`src/cssvf_pkg.sv`:
```
package cssvf_pkg;

   localparam int CHAN_W     = 4;
   localparam int OUT_W      = 23;
   localparam int DATA_W     = 32;
   localparam int CSR_IDX_W  = 4;
   localparam int CSR_DATA_W = 17;
   localparam int COEF_W     = 16;
   localparam int DAMP_W     = 17;
   localparam int WEIGHT_W   = 17;
   localparam int STAGE_W    = 2;

   // shared multiplier: Q-format coefficient by a 32-bit state value
   localparam int MUL_A_W = 18;
   localparam int MUL_B_W = DATA_W;
   localparam int MUL_P_W = MUL_A_W + MUL_B_W;
   localparam int ACC_W   = MUL_P_W + 1;
   localparam int RND_W   = ACC_W - 16;
   localparam int SUM_W   = DATA_W + 4;

   localparam logic [WEIGHT_W-1:0] ONE_Q16        = 17'd65536;
   localparam logic [WEIGHT_W-1:0] EDGE_LOW       = 17'd28180;
   localparam logic [WEIGHT_W-1:0] EDGE_DRY_START = 17'd30802;
   localparam logic [WEIGHT_W-1:0] EDGE_DRY_END   = 17'd34734;
   localparam logic [WEIGHT_W-1:0] EDGE_HIGH      = 17'd37356;

   // t = u * 65536 / 2622 = u * 32768 / 1311, exact for u < 2622 with a 23-bit shift
   localparam int FADE_SPAN  = 2622;
   localparam int FADE_SHIFT = 23;
   localparam int FADE_U_W   = 12;
   localparam int FADE_P_W   = 40;
   localparam logic [FADE_P_W-1:0] FADE_RECIP =
      40'(((64'd1 << (FADE_SHIFT + 15)) + 64'(FADE_SPAN / 2) - 64'd1) / 64'(FADE_SPAN / 2));

   localparam logic signed [OUT_W-1:0] VOLT_LIMIT = 23'sd2621440;

   // stability limit on the coefficient, by stage count minus one
   localparam logic [COEF_W-1:0] COEF_LIMIT [4] = '{16'd62259, 16'd49152, 16'd42598, 16'd36045};

   localparam logic [DAMP_W-1:0]     DAMP_RESET   = 17'd92696;
   localparam logic [2:0]            STAGES_RESET = 3'd1;
   localparam logic [WEIGHT_W-1:0]   MORPH_RESET  = 17'd32768;

   typedef enum logic [CSR_IDX_W-1:0] {
      CSR_FREQ_COEF   = 4'd0,
      CSR_DAMPING     = 4'd1,
      CSR_STAGE_COUNT = 4'd2,
      CSR_MORPH       = 4'd3
   } cssvf_csr_idx_type;

   typedef enum logic [3:0] {
      ST_IDLE,
      ST_READ,
      ST_DAMP,
      ST_HIGH,
      ST_FHIGH,
      ST_BAND,
      ST_FBAND,
      ST_LOW,
      ST_MIX_LO,
      ST_MIX_DRY,
      ST_MIX_HI,
      ST_MIX_SUM,
      ST_EMIT
   } cssvf_state_type;

   typedef struct packed {
      logic [COEF_W-1:0]   f;
      logic                f_zero;
      logic [DAMP_W-1:0]   d;
      logic [WEIGHT_W-1:0] w_low;
      logic [WEIGHT_W-1:0] w_dry;
      logic [WEIGHT_W-1:0] w_high;
      logic [STAGE_W-1:0]  last_stage;
   } cssvf_coef_type;

   typedef struct packed {
      logic rd;
      logic wr;
   } cssvf_store_ctl_type;

   // scale by 2^-16, round half up
   function automatic logic signed [RND_W-1:0] round_q16(input logic signed [ACC_W-1:0] v);
      logic signed [ACC_W-1:0] s;
      s = v + ACC_W'(32768);
      return RND_W'(s >>> 16);
   endfunction

   function automatic logic signed [DATA_W-1:0] sat32(input logic signed [SUM_W-1:0] v);
      logic signed [SUM_W-1:0] hi;
      logic signed [SUM_W-1:0] lo;
      hi = SUM_W'(32'sh7fff_ffff);
      lo = -hi - SUM_W'(1);
      if (v > hi) begin
         return 32'sh7fff_ffff;
      end else if (v < lo) begin
         return 32'sh8000_0000;
      end
      return DATA_W'(v);
   endfunction

   function automatic logic signed [OUT_W-1:0] clamp_volt(input logic signed [RND_W-1:0] v);
      if (v > RND_W'(VOLT_LIMIT)) begin
         return VOLT_LIMIT;
      end else if (v < -RND_W'(VOLT_LIMIT)) begin
         return -VOLT_LIMIT;
      end
      return OUT_W'(v);
   endfunction

endpackage

```
`src/cssvf_mul.sv`:
```
module cssvf_mul (
   input  logic                                  clock,
   input  logic                                  en,
   input  logic signed [cssvf_pkg::MUL_A_W-1:0] a,
   input  logic signed [cssvf_pkg::MUL_B_W-1:0] b,
   output logic signed [cssvf_pkg::MUL_P_W-1:0] p
);
   import cssvf_pkg::*;

   logic signed [MUL_P_W-1:0] prod_ff;
   logic signed [MUL_P_W-1:0] prod_in;

   assign prod_in = MUL_P_W'(a) * MUL_P_W'(b);

   always_ff @(posedge clock) begin
      if (en) begin
         prod_ff <= prod_in;
      end
   end

   assign p = prod_ff;
endmodule

```
`config.mk`:
```
export PLATFORM = sky130hd
export DESIGN_NAME = cssvf_mul
export DESIGN_NICKNAME = d
export VERILOG_FILES = /design/src/cssvf_pkg.sv /design/src/cssvf_mul.sv
export SDC_FILE = /design/constraint.sdc
export NUM_CORES = 2
export LEC_CHECK = 0
export ABC_AREA = 1
export BUFFER_PORTS_ARGS = -buffer_cell sky130_fd_sc_hd__buf_4
export CAP_MARGIN = 20
export CORE_ASPECT_RATIO = 1.5
export CORE_MARGIN = 1
export CORE_UTILIZATION = 55
export CTS_CLUSTER_DIAMETER = 30
export DETAILED_ROUTE_END_ITERATION = 8
export PLACE_DENSITY = 0.77
export SLEW_MARGIN = 5
export SYNTH_ARGS = -nofsm -noshare
export SYNTH_HDL_FRONTEND = slang
export SYNTH_SLANG_ARGS = --single-unit
```
`constraint.sdc`:
```
create_clock -name clock -period 9.47 [get_ports clock]
set_clock_uncertainty 0.15 [all_clocks]
set_input_delay 0.947 -clock clock [delete_from_list [all_inputs] [get_ports clock]]
set_output_delay 0.947 -clock clock [all_outputs]
set_load 0.005 [all_outputs]
```
==> flow_metrics.py <==
metrics = {
    "run_status": {
        "outcome": "completed",
    },
    "timing": {
        "rsz0062_at_grt": "no",
        "setup_slack_ns": 2.40,
        "min_period_ns": 7.07,
        "drv_slew": 0,
        "max_freq_ghz": 0.141,
        "maxSlewHeadroom_pct": 51.7,
        "finalCritPeriodShare_pct": 74.7,
        "final_hold_viol_count": 0,
        "fin_tns_setup_ns": 0,
        "finalSetupViolations": 0,
        "worst_pin_slew_ns": 0.725,
    },
    "floorplan": {
        "die_w_um": 170,
        "die-area_um2": 43400,
        "initial_core_util_pct": 55.6,
        "ioPinCount": 102,
        "row_count": 92,
        "core_area_um2": 42000,
        "die_h_um": 255,
    },
    "setup_path": {
        "worstPathMaxFanout": 15,
        "crit_buf_inv": 6,
        "critPathTopFamily": "adder cells",
        "cp_slowest_cell": "xor2_1",
        "required_ns": 9.33,
        "setup.worst_path.start_class": "input pin",
        "worstPathArrival_ns": 6.94,
        "worstSetupPathType": "input pin to flip-flop",
        "crit_path_cell_trace": "buf_4 > inv_1 > buf_16 > nor2_1 > fa_1 > fa_1 > fa_1 > fa_1 > fa_1 > inv_1 > fa_1 > inv_1 > ha_1 > nand2_1 > inv_1 > a21oi_2 > nor2_1 > nor2_1 > nand3_1 > xor2_1",
        "crit_top_cell": "fa_1",
        "worstSetupEndpointType": "flip-flop",
        "max_stage_delay_ns": 0.59,
    },
    "cts": {
        "clockBufferDepth": 2,
        "numCtsBuffers": 5,
        "ctsResizeCount": 0,
        "holdBufCountCts": 0,
        "cts_tree": "built",
        "post_cts_buffers": 0,
        "cts_sinks": 50,
        "htreeDepth": 2,
        "cts-root-buf": "clkbuf_16",
        "clk_pin_slew_worst_paths_ns": 0.08,
    },
    "place": {
        "dpl_cell_area_um2": 24400,
        "dpl_worst_slack_ns": 1.90,
        "routabilityCongestion": 0.937,
        "dp_hpwl_um": 54200,
        "numPlacedInstances": 3628,
        "portBuffers": 101,
    },
    "logic_synthesis": {
        "synthSimpleGateAreaFrac_pct": 19.5,
        "synthDistinctLibCells": 30,
        "ys_warn_count": 0,
        "synth_top_family_by_area": "adder cells",
        "synth_xor_area_share_pct": 0.974,
        "seq_area_frac_synth_pct": 6.42,
        "synthAdderAreaFrac_pct": 53.8,
        "ys_ff_latch": 50,
        "synth_compound_area_share_pct": 0.979,
        "syn_inst": 3080,
        "netlist_area_um2": 23400,
        "syn_nets": 3806,
        "synth.area.mux_share_pct": 0,
        "syn_area_per_cell_um2": 7.59,
    },
    "drt": {
        "ant_nets": 0,
        "first_pass_iters": 5,
        "vias_per_cell": 5.12,
        "via_count": 18609,
        "drt_iter0_markers": 1064,
        "wirelength_um": 64000,
        "wire_per_inst_um": 17.6,
        "drc": 0,
    },
    "cells_and_area": {
        "area_growth_pct": 5.11,
        "antenna_cells": 0,
        "nFillCells": 3811,
        "largest_reg_flops": 50,
        "design_area_um2": 24600,
        "final_nets": 3798,
        "fin_cells": 3636,
        "layout-drive-gt1-share_pct": 5.18,
    },
    "min_path": {
        "min_from": "b[0]",
        "hold_path.class": "input pin to flip-flop",
        "whs_endpoint": "p[0]",
        "whs_path_depth": 3,
    },
    "grt": {
        "grt_max_degree": 51,
        "overflow": 0,
        "grt_usage_pct": 31.7,
        "grt_pass1_vias": 20743,
        "antenna_found_initial": 0,
        "grt_pass1_wl_um": 104000,
    },
    "run": {
        "max-cap-violations": 0,
    },
}
==> cell families (layout without fill, tap and decap cells) <==
logic type / Yosys count / count (layout)
buffers and inverters: 1138 / 1130
DFF: 50 / 50
and+or+nand+nor: 1154 / 1154
AOI/OAI and AO/OA: 38 / 38
adders and majority gates: 674 / 674
xor gates and xnor gates: 26 / 26
==> metal layers <==
layer  global-route usage [%]  wire length, um  vias up
met2                     61.9            36000      599
met4                     20.1             4360        0
li1                         -                -     8408
met5                        0                0        -
met3                     2.36             2350      234
met1                     32.2            21300     9368
==> per-stage QoR <==
step | hold slack (ns) | util (%)
floorplan | 0.909 | -
global placement | 1.20 | 58.1
detailed placement | 1.20 | 58.1
CTS | 0.989 | 58.4
global route | 0.998 | 58.5
finish | 0.992 | 58.5
==> synthesized netlist by cell type (all sizes together) <==
cell type	instances	area share, %
fa	553	47
o21bai	5	0.18
nand3	59	1.3
nor3	4	0.13
o21a	2	0.064
buf	11	0.18
xor2	23	0.86
xnor2	3	0.11
nand2	960	15
edfxtp	50	6.4
o211ai	1	0.054
clkbuf	107	1.7
or2	7	0.19
ha	121	6.5
a21oi	28	0.63
a21o	1	0.032
nor2	111	2.0
nand4	12	0.32
inv	1019	16
and2	1	0.027
o21ai	1	0.021
clkinv	1	0.016
==> layout make-up <==
cell class / count / area [um2] / share of cell area (%)
well taps: 564 / 706 / 2.87
repair buffers: 103 / 793 / 3.23
flip-flops and latches: 50 / 1500 / 6.11
multi-input cells: 1892 / 17600 / 71.6
clock inverters: 2 / 13.8 / 0.0560
clock buffers: 5 / 125 / 0.509
inverters: 1020 / 3830 / 15.6
==> cell usage in the layout, fill, tap and decap left out, types with 2 or more instances in the layout <==
| cell | n |
|---|---|
| a21oi_1 | 26 |
| a21oi_2 | 2 |
| buf_4 | 102 |
| clkbuf_16 | 5 |
| edfxtp_1 | 50 |
| fa_1 | 553 |
| ha_1 | 121 |
| inv_1 | 1015 |
| inv_2 | 4 |
| nand2_1 | 952 |
| nand2_2 | 8 |
| nand3_1 | 56 |
| nand3_2 | 3 |
| nand4_1 | 12 |
| nor2_1 | 90 |
| nor2_2 | 20 |
| nor3_1 | 2 |
| nor3_2 | 2 |
| o21a_1 | 2 |
| o21bai_1 | 4 |
| or2_2 | 7 |
| xnor2_1 | 3 |
| xor2_1 | 23 |
==> worst min-delay path, cell delays in order <==
cell,delay [ns]
buf_4,0.20
nand2_1,0.10
inv_1,0.04
==> worst max-delay path by stage <==
stage / slack, ns / to / startpoint / depth (start not counted)
2_1_floorplan: 3.02 / p[47] / b[31] / 21
3_3_place_gp: 2.04 / p[28] / a[17] / 19
3_5_place_dp: 1.90 / p[28] / a[17] / 19
4_1_cts: 2.19 / p[28] / a[17] / 19
5_1_grt: 2.19 / p[41] / a[0] / 21
6_report: 2.40 / p[28] / a[17] / 20
Power is not shown: default switching activity piles up to over one toggle a cycle in this logic, so the estimate is an artifact.
