===== config.mk =====
export PLATFORM = sky130hd
export DESIGN_NAME = cssvf_coef_flat
export DESIGN_NICKNAME = d
export VERILOG_FILES = /design/src/cssvf_pkg.sv /design/src/cssvf_ifs.sv /design/src/cssvf_coef.sv /design/src/flat_wrapper.sv
export SDC_FILE = /design/constraint.sdc
export NUM_CORES = 1
export LEC_CHECK = 0
export BUFFER_PORTS_ARGS = -buffer_cell sky130_fd_sc_hd__buf_2
export CORE_MARGIN = 10
export CORE_UTILIZATION = 32
export DETAILED_ROUTE_END_ITERATION = 6
export GPL_TIMING_DRIVEN = 0
export SYNTH_ARGS = -nofsm -noshare
export SYNTH_HDL_FRONTEND = slang
export SYNTH_SLANG_ARGS = --single-unit

===== constraint.sdc =====
create_clock -name clock -period 14.21 [get_ports clock]
set_input_delay 0.7105 -clock clock [delete_from_list [all_inputs] [get_ports clock]]
set_output_delay 0.7105 -clock clock [all_outputs]
set_load 0.01 [all_outputs]

===== src/cssvf_pkg.sv =====
package cssvf_pkg;

   localparam int CHAN_W     = 4;
   localparam int OUT_W      = 23;
   localparam int DATA_W     = 32;
   localparam int CSR_IDX_W  = 4;
   localparam int CSR_DATA_W = 17;
   localparam int COEF_W     = 16;
   localparam int DAMP_W     = 17;
   localparam int WEIGHT_W   = 17;
   localparam int STAGE_W    = 2;

   // shared multiplier: Q-format coefficient by a 32-bit state value
   localparam int MUL_A_W = 18;
   localparam int MUL_B_W = DATA_W;
   localparam int MUL_P_W = MUL_A_W + MUL_B_W;
   localparam int ACC_W   = MUL_P_W + 1;
   localparam int RND_W   = ACC_W - 16;
   localparam int SUM_W   = DATA_W + 4;

   localparam logic [WEIGHT_W-1:0] ONE_Q16        = 17'd65536;
   localparam logic [WEIGHT_W-1:0] EDGE_LOW       = 17'd28180;
   localparam logic [WEIGHT_W-1:0] EDGE_DRY_START = 17'd30802;
   localparam logic [WEIGHT_W-1:0] EDGE_DRY_END   = 17'd34734;
   localparam logic [WEIGHT_W-1:0] EDGE_HIGH      = 17'd37356;

   // t = u * 65536 / 2622 = u * 32768 / 1311, exact for u < 2622 with a 23-bit shift
   localparam int FADE_SPAN  = 2622;
   localparam int FADE_SHIFT = 23;
   localparam int FADE_U_W   = 12;
   localparam int FADE_P_W   = 40;
   localparam logic [FADE_P_W-1:0] FADE_RECIP =
      40'(((64'd1 << (FADE_SHIFT + 15)) + 64'(FADE_SPAN / 2) - 64'd1) / 64'(FADE_SPAN / 2));

   localparam logic signed [OUT_W-1:0] VOLT_LIMIT = 23'sd2621440;

   // stability limit on the coefficient, by stage count minus one
   localparam logic [COEF_W-1:0] COEF_LIMIT [4] = '{16'd62259, 16'd49152, 16'd42598, 16'd36045};

   localparam logic [DAMP_W-1:0]     DAMP_RESET   = 17'd92696;
   localparam logic [2:0]            STAGES_RESET = 3'd1;
   localparam logic [WEIGHT_W-1:0]   MORPH_RESET  = 17'd32768;

   typedef enum logic [CSR_IDX_W-1:0] {
      CSR_FREQ_COEF   = 4'd0,
      CSR_DAMPING     = 4'd1,
      CSR_STAGE_COUNT = 4'd2,
      CSR_MORPH       = 4'd3
   } cssvf_csr_idx_type;

   typedef enum logic [3:0] {
      ST_IDLE,
      ST_READ,
      ST_DAMP,
      ST_HIGH,
      ST_FHIGH,
      ST_BAND,
      ST_FBAND,
      ST_LOW,
      ST_MIX_LO,
      ST_MIX_DRY,
      ST_MIX_HI,
      ST_MIX_SUM,
      ST_EMIT
   } cssvf_state_type;

   typedef struct packed {
      logic [COEF_W-1:0]   f;
      logic                f_zero;
      logic [DAMP_W-1:0]   d;
      logic [WEIGHT_W-1:0] w_low;
      logic [WEIGHT_W-1:0] w_dry;
      logic [WEIGHT_W-1:0] w_high;
      logic [STAGE_W-1:0]  last_stage;
   } cssvf_coef_type;

   typedef struct packed {
      logic rd;
      logic wr;
   } cssvf_store_ctl_type;

   // scale by 2^-16, round half up
   function automatic logic signed [RND_W-1:0] round_q16(input logic signed [ACC_W-1:0] v);
      logic signed [ACC_W-1:0] s;
      s = v + ACC_W'(32768);
      return RND_W'(s >>> 16);
   endfunction

   function automatic logic signed [DATA_W-1:0] sat32(input logic signed [SUM_W-1:0] v);
      logic signed [SUM_W-1:0] hi;
      logic signed [SUM_W-1:0] lo;
      hi = SUM_W'(32'sh7fff_ffff);
      lo = -hi - SUM_W'(1);
      if (v > hi) begin
         return 32'sh7fff_ffff;
      end else if (v < lo) begin
         return 32'sh8000_0000;
      end
      return DATA_W'(v);
   endfunction

   function automatic logic signed [OUT_W-1:0] clamp_volt(input logic signed [RND_W-1:0] v);
      if (v > RND_W'(VOLT_LIMIT)) begin
         return VOLT_LIMIT;
      end else if (v < -RND_W'(VOLT_LIMIT)) begin
         return -VOLT_LIMIT;
      end
      return OUT_W'(v);
   endfunction

endpackage


===== src/cssvf_ifs.sv =====


interface cssvf_csr_if ();
   import cssvf_pkg::*;

   logic                  valid;
   logic                  ready;
   logic [CSR_IDX_W-1:0]  index;
   logic [CSR_DATA_W-1:0] data;

   modport source (output valid, index, data, input ready);
   modport sink (input valid, index, data, output ready);
endinterface


===== src/cssvf_coef.sv =====
module cssvf_coef #(
   parameter int MAX_STAGES = 4
) (
   input  logic                      clock,
   input  logic                      reset,
   cssvf_csr_if.sink                 csr_bus,
   output cssvf_pkg::cssvf_coef_type coef
);
   import cssvf_pkg::*;

   logic [COEF_W-1:0]   freq_ff;
   logic [DAMP_W-1:0]   damp_ff;
   logic [2:0]          stages_ff;
   logic [WEIGHT_W-1:0] morph_ff;
   cssvf_coef_type      coef_ff;
   cssvf_coef_type      coef_in;

   logic [STAGE_W-1:0]  stages_m1;
   logic [COEF_W-1:0]   limit;
   logic [WEIGHT_W-1:0] m;
   logic [FADE_U_W-1:0] fade_u;
   logic [FADE_P_W-1:0] fade_prod;
   logic [WEIGHT_W-1:0] fade_t;

   assign csr_bus.ready = 1'b1;

   always_ff @(posedge clock) begin
      if (reset) begin
         freq_ff   <= '0;
         damp_ff   <= DAMP_RESET;
         stages_ff <= STAGES_RESET;
         morph_ff  <= MORPH_RESET;
      end else if (csr_bus.valid) begin
         unique case (csr_bus.index)
            CSR_FREQ_COEF:   freq_ff   <= csr_bus.data[COEF_W-1:0];
            CSR_DAMPING:     damp_ff   <= csr_bus.data[DAMP_W-1:0];
            CSR_STAGE_COUNT: stages_ff <= csr_bus.data[2:0];
            CSR_MORPH:       morph_ff  <= csr_bus.data[WEIGHT_W-1:0];
            default: ;
         endcase
      end
   end

   always_comb begin
      priority if (stages_ff == 3'd0) begin
         stages_m1 = '0;
      end else if (stages_ff > 3'(MAX_STAGES)) begin
         stages_m1 = STAGE_W'(MAX_STAGES - 1);
      end else begin
         stages_m1 = STAGE_W'(stages_ff - 3'd1);
      end
      limit = COEF_LIMIT[stages_m1];

      m = (morph_ff > ONE_Q16) ? ONE_Q16 : morph_ff;
      fade_u = (m < EDGE_DRY_START) ? FADE_U_W'(m - EDGE_LOW) : FADE_U_W'(m - EDGE_DRY_END);
      fade_prod = FADE_P_W'(fade_u) * FADE_RECIP;
      fade_t = WEIGHT_W'(fade_prod >> FADE_SHIFT);

      coef_in.f          = (freq_ff > limit) ? limit : freq_ff;
      coef_in.f_zero     = (freq_ff == '0);
      coef_in.d          = damp_ff;
      coef_in.last_stage = stages_m1;
      coef_in.w_low      = '0;
      coef_in.w_dry      = '0;
      coef_in.w_high     = '0;
      priority if (m <= EDGE_LOW) begin
         coef_in.w_low  = ONE_Q16;
      end else if (m < EDGE_DRY_START) begin
         coef_in.w_low  = ONE_Q16 - fade_t;
         coef_in.w_dry  = fade_t;
      end else if (m < EDGE_DRY_END) begin
         coef_in.w_dry  = ONE_Q16;
      end else if (m < EDGE_HIGH) begin
         coef_in.w_dry  = ONE_Q16 - fade_t;
         coef_in.w_high = fade_t;
      end else begin
         coef_in.w_high = ONE_Q16;
      end
   end

   always_ff @(posedge clock) begin
      coef_ff <= coef_in;
   end

   assign coef = coef_ff;
endmodule


===== src/flat_wrapper.sv =====
// flat-port wrapper written by rule: the top's interface ports become plain ports
module cssvf_coef_flat import cssvf_pkg::*;
#(
   parameter int MAX_STAGES = 4
)
  (clock, reset, coef, csr_bus_valid, csr_bus_index, csr_bus_data, csr_bus_ready);
  cssvf_csr_if csr_bus_i ();
  input  logic clock;
  input  logic reset;
  output cssvf_pkg::cssvf_coef_type coef;
  input wire logic [$bits(csr_bus_i.valid)-1:0] csr_bus_valid;
  input wire logic [$bits(csr_bus_i.index)-1:0] csr_bus_index;
  input wire logic [$bits(csr_bus_i.data)-1:0] csr_bus_data;
  output wire logic [$bits(csr_bus_i.ready)-1:0] csr_bus_ready;
  assign csr_bus_i.valid = csr_bus_valid;
  assign csr_bus_i.index = csr_bus_index;
  assign csr_bus_i.data = csr_bus_data;
  assign csr_bus_ready = csr_bus_i.ready;
  cssvf_coef #(.MAX_STAGES(MAX_STAGES)) u_core (.clock(clock), .reset(reset), .csr_bus(csr_bus_i), .coef(coef));
endmodule

==> impl_metrics.tcl, run 1 <==
set metrics [dict create \
    status "finished clean" \
    synthSimpleGateAreaFrac 0.163 \
    pre_cts_ws_ns 4.23 \
    cp_max_fo 10 \
    synth_seq_cells 140 \
    ys_top_cells_by_count "nand2_1, inv_1, dfxtp_1, ha_1, a21oi_1" \
    finalCritPeriodShare 0.715 \
    htree_levels 4 \
    io_pins 112 \
    drv_slew 0 \
    hold_path.class "reg -> reg" \
    synth-xor-area-share 0.0344 \
    grt_overflow 0 \
    die_area_um2 40900 \
    grt_pass1_wl_mm 47.3 \
    diodes 0 \
    numCtsBuffers 17 \
    core_um2 32600 \
    holdCritStartpoint "u_core.damp_ff[15]" \
    antenna_left 0 \
    cpMaxStageDelayCell "xnor2_1" \
    port_buffers 108 \
    worstMarginPinSlew_ns 1.16 \
    ys_seq_area_frac 0.264 \
    place_congestion 0.913 \
    crit-reg2reg-launch "u_core.morph_ff[7]" \
    worstSetupPathType "reg -> reg" \
    fin_skew_ns 0.0218 \
    die_w_um 202 \
    synthAdderAreaFrac 0.300 \
    cp_common_cell "fa_1" \
    row_count 66 \
    ys_top_cells_by_area "dfxtp_1, ha_1, fa_1" \
    min_period_ns 10.16 \
    synthCells 1230 \
    hpwl_mm 24.0 \
    yosys_warnings 0 \
    route.met2.wl_mm 14.2 \
    syn_to_final_growth_pct 16.1 \
    tns_ns 0 \
    start_util 0.326 \
    synth_most_common_cell "nand2_1" \
    synth_compound_area_frac 0.152 \
    post_synth_num_cell_types 76 \
    cts_tree "done" \
    hold_violations 0 \
    syn-num-nets 1464 \
    irDropWorstVdd_v 0.000151 \
    wl_met1_mm 13.2 \
    rrSetupSlack_ns 4.05 \
    synth_edf_count 0 \
    antenna_found_initial 0 \
    vias 8862 \
    layout.nets 1591 \
    drt_wl_total_mm 29.1 \
    hold_buffers 0 \
    netlist_area_um2 10600 \
    synth.largest_area_cell "dfxtp_1" \
    grt_setup_unrepaired "no" \
    drc 0 \
    place_area_um2 11700 \
    p_total_uw 2360 \
    wl_per_cell_um 16.1 \
    crit_path_start_kind "flip-flop" \
    postCtsSetupBuffers 0 \
    viasPerCell 4.89 \
    dr.pass1.iters 5 \
    clk_pin_slew_ns 0.07 \
    design_area_um2 12300 \
    synthFlopType "dfxtp_1" \
    grt_pass1_vias 9115 \
    nFillCells 3375 \
    fmax_mhz 98.4 \
    drive_gt1_frac 0.133 \
    worstPathArrival_ns 10.43 \
    clockBufferDepth 2 \
    first_iter_violations 446 \
    synth_area_per_cell_um2 8.64 \
    slowest_delay_ns 0.91 \
    power_density_nw_per_um2 191 \
    grt_usage 0.142 \
    fin_ws_ns 4.05 \
    async_flop_share 0 \
    setup_viol 0 \
    synthMuxAreaShare 0.0111 \
    clock_latency_ns 0.43 \
    post_cts_resized 0 \
    synth_top_area_frac 0.264 \
    crit_start "u_core.morph_ff[7]" \
    met3WireLength_mm 1.47 \
    drv_cap 0 \
    utilization 0.378 \
    grt_max_degree 17 \
    p_leak_uw 0.00590 \
    relSlewSlack 0.224 \
    numClockSinks 140 \
    critPathRequiredTime_ns 14.48 \
    highest_layer "met4" \
    root_buffer "clkbuf_16" \
    synth_top_family_by_area "adder cells" \
    end_kind "flip-flop" \
    fp.dieH_um 202 \
]
[report_power, final]
part	total [µW]	switching, µW	internal, µW
combinational	1480	948	532
sequential	419	7.76	412
clock	463	194	269
total	2360	1150	1210
[final timing paths]
| kind | endpoint | cells after the start |
|---|---|---|
| worst max-delay path | u_core.coef[32] | 35 |
| worst min-delay path | u_core.coef[68] | 0 |
| worst max register to register | u_core.coef[32] | 35 |
| worst min register to register | u_core.coef[68] | 0 |
[per-layer routing]
metal	GRT usage	vias to the layer above
li1	-	4390
met2	0.244	158
met5	0	-
met1	0.178	4301
met3	0.0323	13
met4	0.0261	0
[critical path, delay by kind of cell (launching register included)]
family / cells / cell delay [ns]
AO/OA/AOI/OAI: 9 / 1.99
XOR/XNOR: 3 / 1.37
adder cells (fa/ha/maj): 7 / 3.27
buffers and inverters: 7 / 1.12
flip-flops: 1 / 0.30
AND/OR/NAND/NOR: 9 / 1.93
[stage by stage]
step                std cells  hold slack (ns)
floorplan                1230            0.331
global route             1812            0.360
CTS                      1812            0.353
global placement         1780            0.335
finish                   1812            0.354
detailed placement       1780            0.337
[cells in the final DEF (no fill, tap or decap), types with 7 or more instances in the layout]
master,synthesis,final
dfxtp_1,140,140
a31oi_1,7,7
nand4_1,18,18
inv_1,161,161
nand2_1,162,162
and2_1,9,9
clkbuf_16,0,17
nor2_1,89,89
a21oi_1,94,94
a21o_1,20,20
o21ai_0,26,26
o21a_1,18,18
clkbuf_1,34,34
fa_1,75,75
xor2_1,17,17
nor3_1,16,16
inv_8,0,7
buf_2,6,114
ha_1,135,135
xnor2_1,21,21
nand3_1,25,25
o22ai_1,15,15
o211ai_1,11,11
nor2b_1,11,11
and3_1,9,9
[final cells by class]
class                      instances  area [µm²]  share of cell area
multi-input combinational        884        7030               0.569
sequential                       140        2800               0.227
inverter                         161         604              0.0490
tap                              442         553              0.0448
timing repair buffer             108         541              0.0438
clock buffer                      17         425              0.0345
clock inverter                    15         196              0.0159
buffer                            45         195              0.0158
[registers in the layout, indices dropped and copies added (netlist names)]
| register | flops |
|---|---|
| u_core.coef | 87 |
| u_core.damp_ff | 17 |
| u_core.morph_ff | 17 |
| u_core.freq_ff | 16 |
| u_core.stages_ff | 3 |
[kinds of logic after synthesis]
kind of cell / Yosys count
simple gates: 374
fa+ha+maj: 210
mux: 11
other cells: 1
compound gates: 248
flops: 140
buf+inv: 206
xor+xnor: 40
Power figures use the tool's default switching activity.
==> inputs of run 2 (changes only) <==
--- a/config.mk
+++ b/config.mk
@@ -5,6 +5,7 @@
 export SDC_FILE = /design/constraint.sdc
 export NUM_CORES = 1
 export LEC_CHECK = 0
+export ABC_AREA = 1
 export BUFFER_PORTS_ARGS = -buffer_cell sky130_fd_sc_hd__buf_2
 export CORE_MARGIN = 10
 export CORE_UTILIZATION = 32
==> constraint.sdc (replaced) <==
create_clock -name clock -period 10.29 [get_ports clock]
set_input_delay 0.5145 -clock clock [delete_from_list [all_inputs] [get_ports clock]]
set_output_delay 0.5145 -clock clock [all_outputs]
set_load 0.01 [all_outputs]
==> run 2 against run 1 <==
  * Global-route usage grew 1.2 points
  * Sequential share of layout area decreased by 1.8 points
  * Critical path depth increased by 9
  * Wire length grew 15%
  * Non-clock buffer count is 17 lower
  * First-iteration DRC count rose by 51%
  * Cell area increased by 8.6%
  * Power grew 73%
  * Via count rose by 17%
  * Maximum frequency up 17%
  * Synthesized area increased by 9.7%
==> impl_metrics.tcl, run 2 <==
set metrics [dict create \
    async_flop_share 0 \
    numCtsBuffers 17 \
    fin_skew_ns 0.0121 \
    hold_violations 0 \
    hold_path.class "in -> reg" \
    first_iter_violations 673 \
    htree_levels 4 \
    post_synth_num_cell_types 48 \
    yosys_warnings 0 \
    power_density_nw_per_um2 305 \
    irDropWorstVdd_v 0.000203 \
    netlist_area_um2 11700 \
    row_count 69 \
    grt_usage 0.154 \
    die_area_um2 44500 \
    post_cts_resized 0 \
    cts_tree "done" \
    p_leak_uw 0.00743 \
    syn_to_final_growth_pct 15.0 \
    numClockSinks 140 \
    place_congestion 0.917 \
    ys_seq_area_frac 0.240 \
    power.clock.fraction 0.163 \
    dp.cells 2212 \
    vias 10400 \
    synth_edf_count 0 \
    diodes 0 \
    hpwl_mm 28.2 \
    crit_end "u_core.coef[35]" \
    grtUsageMet1 0.186 \
    grt_pass1_wl_mm 55.6 \
    worstPathArrival_ns 8.97 \
    rrSetupSlack_ns 1.63 \
    drv_slew 0 \
    status "finished clean" \
    layout.nets 2004 \
    grtUsageMet2 0.282 \
    io_pins 112 \
    worstSetupPathType "reg -> reg" \
    end_kind "flip-flop" \
    die_w_um 211 \
    relSlewSlack 0.387 \
    slowest_delay_ns 0.75 \
    fmax_mhz 115 \
    cp_common_cell "nand2_1" \
    grt_max_degree 17 \
    grt_overflow 0 \
    largest_reg_flops 87 \
    drv_cap 0 \
    start_util 0.326 \
    postCtsSetupBuffers 0 \
    busiest_layer "met2" \
    nFillCells 3842 \
    finalNonFillerCells 2244 \
    core_um2 35700 \
    final_common_cell "nand2_1" \
    combPwrFrac 0.691 \
    synth_seq_cells 140 \
    grt_pass1_vias 10800 \
    cp_max_fo 10 \
    fp.dieH_um 211 \
    worstReg2RegEnd "u_core.coef[35]" \
    tns_ns 0 \
    drt_wl_total_mm 33.4 \
    wl_per_cell_um 14.9 \
    ys_top_cells_by_count "nand2_1, inv_1, nor2_1, dfxtp_1, ha_1" \
    crit-reg2reg-launch "u_core.morph_ff[5]" \
    synth_most_common_cell "nand2_1" \
    clk_pin_slew_ns 0.06 \
    reg2reg_depth 44 \
    synth_top_area_frac 0.240 \
    final_cell_mix "nand2_1, inv_1, nor2_1" \
    worstMarginPinSlew_ns 0.913 \
    grt_setup_unrepaired "no" \
    drive_gt1_frac 0.120 \
    p_seq_frac 0.146 \
    finalCritPeriodShare 0.841 \
    crit_path_start_kind "flip-flop" \
    synth_area_per_cell_um2 7.11 \
    critPathRequiredTime_ns 10.61 \
    synth.largest_area_cell "dfxtp_1" \
    hold_buffers 0 \
    antenna_found_initial 0 \
    cell_internal_pwr_uw 1810 \
    drc 0 \
    root_buffer "clkbuf_16" \
    clockBufferDepth 2 \
    min_period_ns 8.66 \
    setup_viol 0 \
    ys_top_cells_by_area "dfxtp_1, ha_1, fa_1" \
    crit_start "u_core.morph_ff[5]" \
    synthFlopType "dfxtp_1" \
    p_sw_uw 2280 \
    port_buffers 110 \
    antenna_left 0 \
    clock_latency_ns 0.43 \
    grtUsageMet3 0.0208 \
    swShare 0.558 \
    cpMaxStageDelayCell "fa_1" \
    syn-num-nets 1874 \
    dr.pass1.iters 7 \
    viasPerCell 4.62 \
    synthCells 1640 \
]
run 2: worst min path at each step:
stage,from,to,cells after the start,slack (ns)
floorplan,u_core.damp_ff[0],u_core.coef[53],0,0.33
global placement,u_core.damp_ff[8],u_core.coef[61],0,0.33
detailed placement,u_core.damp_ff[12],u_core.coef[65],0,0.33
CTS,reset,u_core.morph_ff[15],3,0.32
global route,reset,u_core.morph_ff[15],3,0.32
finish,reset,u_core.morph_ff[15],3,0.32
run 2: final cells by class:
type / instances / area (µm²) / area share
flip-flops and latches: 140 / 2800 / 0.209
inverters: 374 / 1400 / 0.105
plain buffers: 25 / 139 / 0.0104
clock inverters: 14 / 178 / 0.0132
well taps: 461 / 577 / 0.0430
clock buffers: 18 / 439 / 0.0327
repair buffers: 111 / 558 / 0.0416
multi-input cells: 1101 / 7310 / 0.545
run 2: routing by layer:
metal  up-vias  wire, µm
li1       5288         -
met1      4821     14800
met2       227     16800
met3        33      1370
met4         0       443
met5         -         0
run 2: worst max-delay path, delay by kind of cell (launching register included):
kind                       cells  cell delay [ns]
and+or+nand+nor               23             3.30
adders and majority gates      7             3.07
buffers and inverters         10             1.04
xor gates and xnor gates       1             0.40
DFF                            1             0.38
AOI/OAI and AO/OA              3             0.31
run 2: metrics by stage:
| stage | util | hold slack, ns | setup slack [ns] | instance area (µm²) | power [µW] |
|---|---|---|---|---|---|
| 2_1_floorplan | - | 0.326 | 3.27 | 11700 | 2620 |
| 3_3_place_gp | 0.358 | 0.331 | 1.34 | 12800 | 3390 |
| 3_5_place_dp | 0.358 | 0.334 | 1.66 | 12800 | 3400 |
| 4_1_cts | 0.375 | 0.316 | 1.61 | 13400 | 4090 |
| 5_1_grt | 0.375 | 0.323 | 0.860 | 13400 | 4530 |
| 6_report | 0.375 | 0.320 | 1.63 | 13400 | 4090 |
run 2: cell families (layout without fill, tap and decap cells):
| logic type | Yosys count | after routing | share of synthesized area |
|---|---|---|---|
| AO/OA/AOI/OAI | 182 | 182 | 0.0862 |
| AND/OR/NAND/NOR | 683 | 683 | 0.248 |
| flip-flops | 140 | 140 | 0.240 |
| adder cells (fa/ha/maj) | 210 | 210 | 0.274 |
| other | 1 | 1 | 0.000322 |
| buffers and inverters | 399 | 542 | 0.132 |
| XOR/XNOR | 25 | 25 | 0.0194 |
run 2: power groups by stage:
| stage | combinational [µW] | clock [µW] | sequential [µW] |
|---|---|---|---|
| 2_1_floorplan | 1990 | 0 | 626 |
| 3_3_place_gp | 2790 | 0 | 609 |
| 3_5_place_dp | 2790 | 0 | 609 |
| 4_1_cts | 2820 | 672 | 597 |
| 5_1_grt | 3240 | 693 | 600 |
| 6_report | 2830 | 666 | 596 |
==> inputs of run 3 (changes only) <==
==> constraint.sdc (replaced) <==
create_clock -name clock -period 7.4 [get_ports clock]
set_input_delay 0.37 -clock clock [delete_from_list [all_inputs] [get_ports clock]]
set_output_delay 0.37 -clock clock [all_outputs]
set_load 0.01 [all_outputs]
==> run 3 against run 2 <==
  * The run now ends with DRC left
  * Setup slack lost 1.4 ns
  * Clock skew increased by 0.0020 ns
  * Global-route usage grew 0.41 points
  * Die area stayed put
  * Register-to-register slack worse by 1.4 ns
  * Critical path type unchanged
  * Highest routed layer unchanged
==> impl_metrics.tcl, run 3 (synthesized netlist as in run 2, its figures left out) <==
set metrics [dict create \
    status "complete, but fails checks" \
    violations "DRC" \
    drv_cap 0 \
    cp_common_cell "nand2_2" \
    cpMaxStageDelayCell "fa_2" \
    grt_max_degree 17 \
    row_count 69 \
    die_w_um 211 \
    vias 11100 \
    clockBufferDepth 2 \
    crit-reg2reg-launch "u_core.morph_ff[5]" \
    layout.nets 2104 \
    clk_pin_slew_ns 0.07 \
    cp_max_fo 6 \
    numClockSinks 140 \
    worstSetupPathType "reg -> reg" \
    antenna_found_initial 0 \
    io_pins 112 \
    hold_path.class "in -> reg" \
    setup_viol 0 \
    worstPathArrival_ns 7.53 \
    min_to "u_core.morph_ff[15]" \
    final_common_cell "inv_1" \
    relSlewSlack 0.392 \
    grt_pass1_vias 11100 \
    place_congestion 0.917 \
    drive_gt1_frac 0.286 \
    path_buf_inv 10 \
    end_kind "flip-flop" \
    rrSetupSlack_ns 0.20 \
    reg2reg_depth 43 \
    fin_ws_ns 0.196 \
    dr.pass1.iters 7 \
    largest_reg_flops 87 \
    grt_usage 0.158 \
    drc 3 \
    finalNonFillerCells 2344 \
    crit_path_start_kind "flip-flop" \
    critPathRequiredTime_ns 7.73 \
    hold_depth 3 \
    fp.dieH_um 211 \
    drt_wl_total_mm 37.0 \
    wl_per_cell_um 15.8 \
    path_delay_family "adder cells" \
    multi_input_area_um2 8410 \
    core_um2 35700 \
    dp.cells 2212 \
    first_iter_violations 779 \
    finalCritPeriodShare 0.974 \
    clock_latency_ns 0.44 \
    start_util 0.326 \
    die_area_um2 44500 \
    tns_ns 0 \
    hpwl_mm 28.2 \
    antenna_left 0 \
    drv_slew 0 \
    diodes 0 \
    grt_pass1_wl_mm 56.8 \
    worstReg2RegEnd "u_core.coef[34]" \
    fmax_mhz 139 \
    final_cell_mix "inv_1, nand2_1, dfxtp_1" \
    fin_skew_ns 0.0141 \
    htree_levels 4 \
    holdCritStartpoint "reset" \
    viasPerCell 4.73 \
    hold_violations 0 \
    worstMarginPinSlew_ns 0.905 \
    slowest_delay_ns 0.63 \
    cts_tree "done" \
    regArea_um2 2820 \
    nFillCells 3583 \
    numCtsBuffers 17 \
    min_period_ns 7.20 \
    syn_to_final_growth_pct 32.3 \
    root_buffer "clkbuf_16" \
    pre_cts_ws_ns -1.23 \
    port_buffers 110 \
    grt_overflow 0 \
]
-- run 3: cell types whose count changed in the layout (fill, tap and decap cells not counted), sizes merged --
cell,before,now
inv,381,378
buf,121,219
clkinvlp,1,4
clkbuf,33,35
-- run 3: worst max path at each step --
stage / start / end / depth (start not counted)
after floorplan: u_core.morph_ff[5] / u_core.coef[35] / 45
after global placement: u_core.morph_ff[5] / u_core.coef[35] / 44
after detailed placement: u_core.morph_ff[5] / u_core.coef[35] / 44
after CTS: u_core.morph_ff[4] / u_core.coef[51] / 45
after global routing: u_core.morph_ff[6] / u_core.coef[35] / 48
final: u_core.morph_ff[5] / u_core.coef[34] / 43
-- run 3: routing by layer --
layer,vias up,global-route usage,part of all wire
met5,-,0,0
met2,295,0.290,0.52
li1,5494,-,-
met3,55,0.0240,0.042
met1,5246,0.186,0.42
met4,0,0.0425,0.022
-- run 3: repair_timing --
action / in CTS / in global routing
pin swaps: 28 / 124
buffers inserted: 25 / 73
cloned: 0 / 2
resized for setup: 97 / 227
setup endpoints to repair: 49 / 42
endpoints found under the hold margin: 0 / 0
hold buffers: 0 / 0
-- run 3: stage by stage --
step	hold slack [ns]	util	instance area (µm²)
after floorplan	0.326	-	11700
after global placement	0.331	0.358	12800
after detailed placement	0.334	0.358	12800
after CTS	0.172	0.391	14000
after global routing	0.176	0.432	15400
final	0.173	0.432	15400
-- run 3: final cells by class --
cell class	count	area share
Inverter	374	0.0932
Timing Repair Buffer	211	0.0907
Sequential cell	140	0.183
Tap cell	461	0.0374
Clock buffer	18	0.0285
Buffer	25	0.0106
Clock inverter	14	0.0115
Multi-Input combinational cell	1101	0.545
-- run 3: worst min-delay path, stage by stage --
cell and delay (ns):
buf_2 0.10, a21oi_1 0.05, o21ai_0 0.05
Power of run 3 is left out: the tool's default activity adds up to more than one toggle a clock period on the data nets, which glitch-free logic cannot reach.
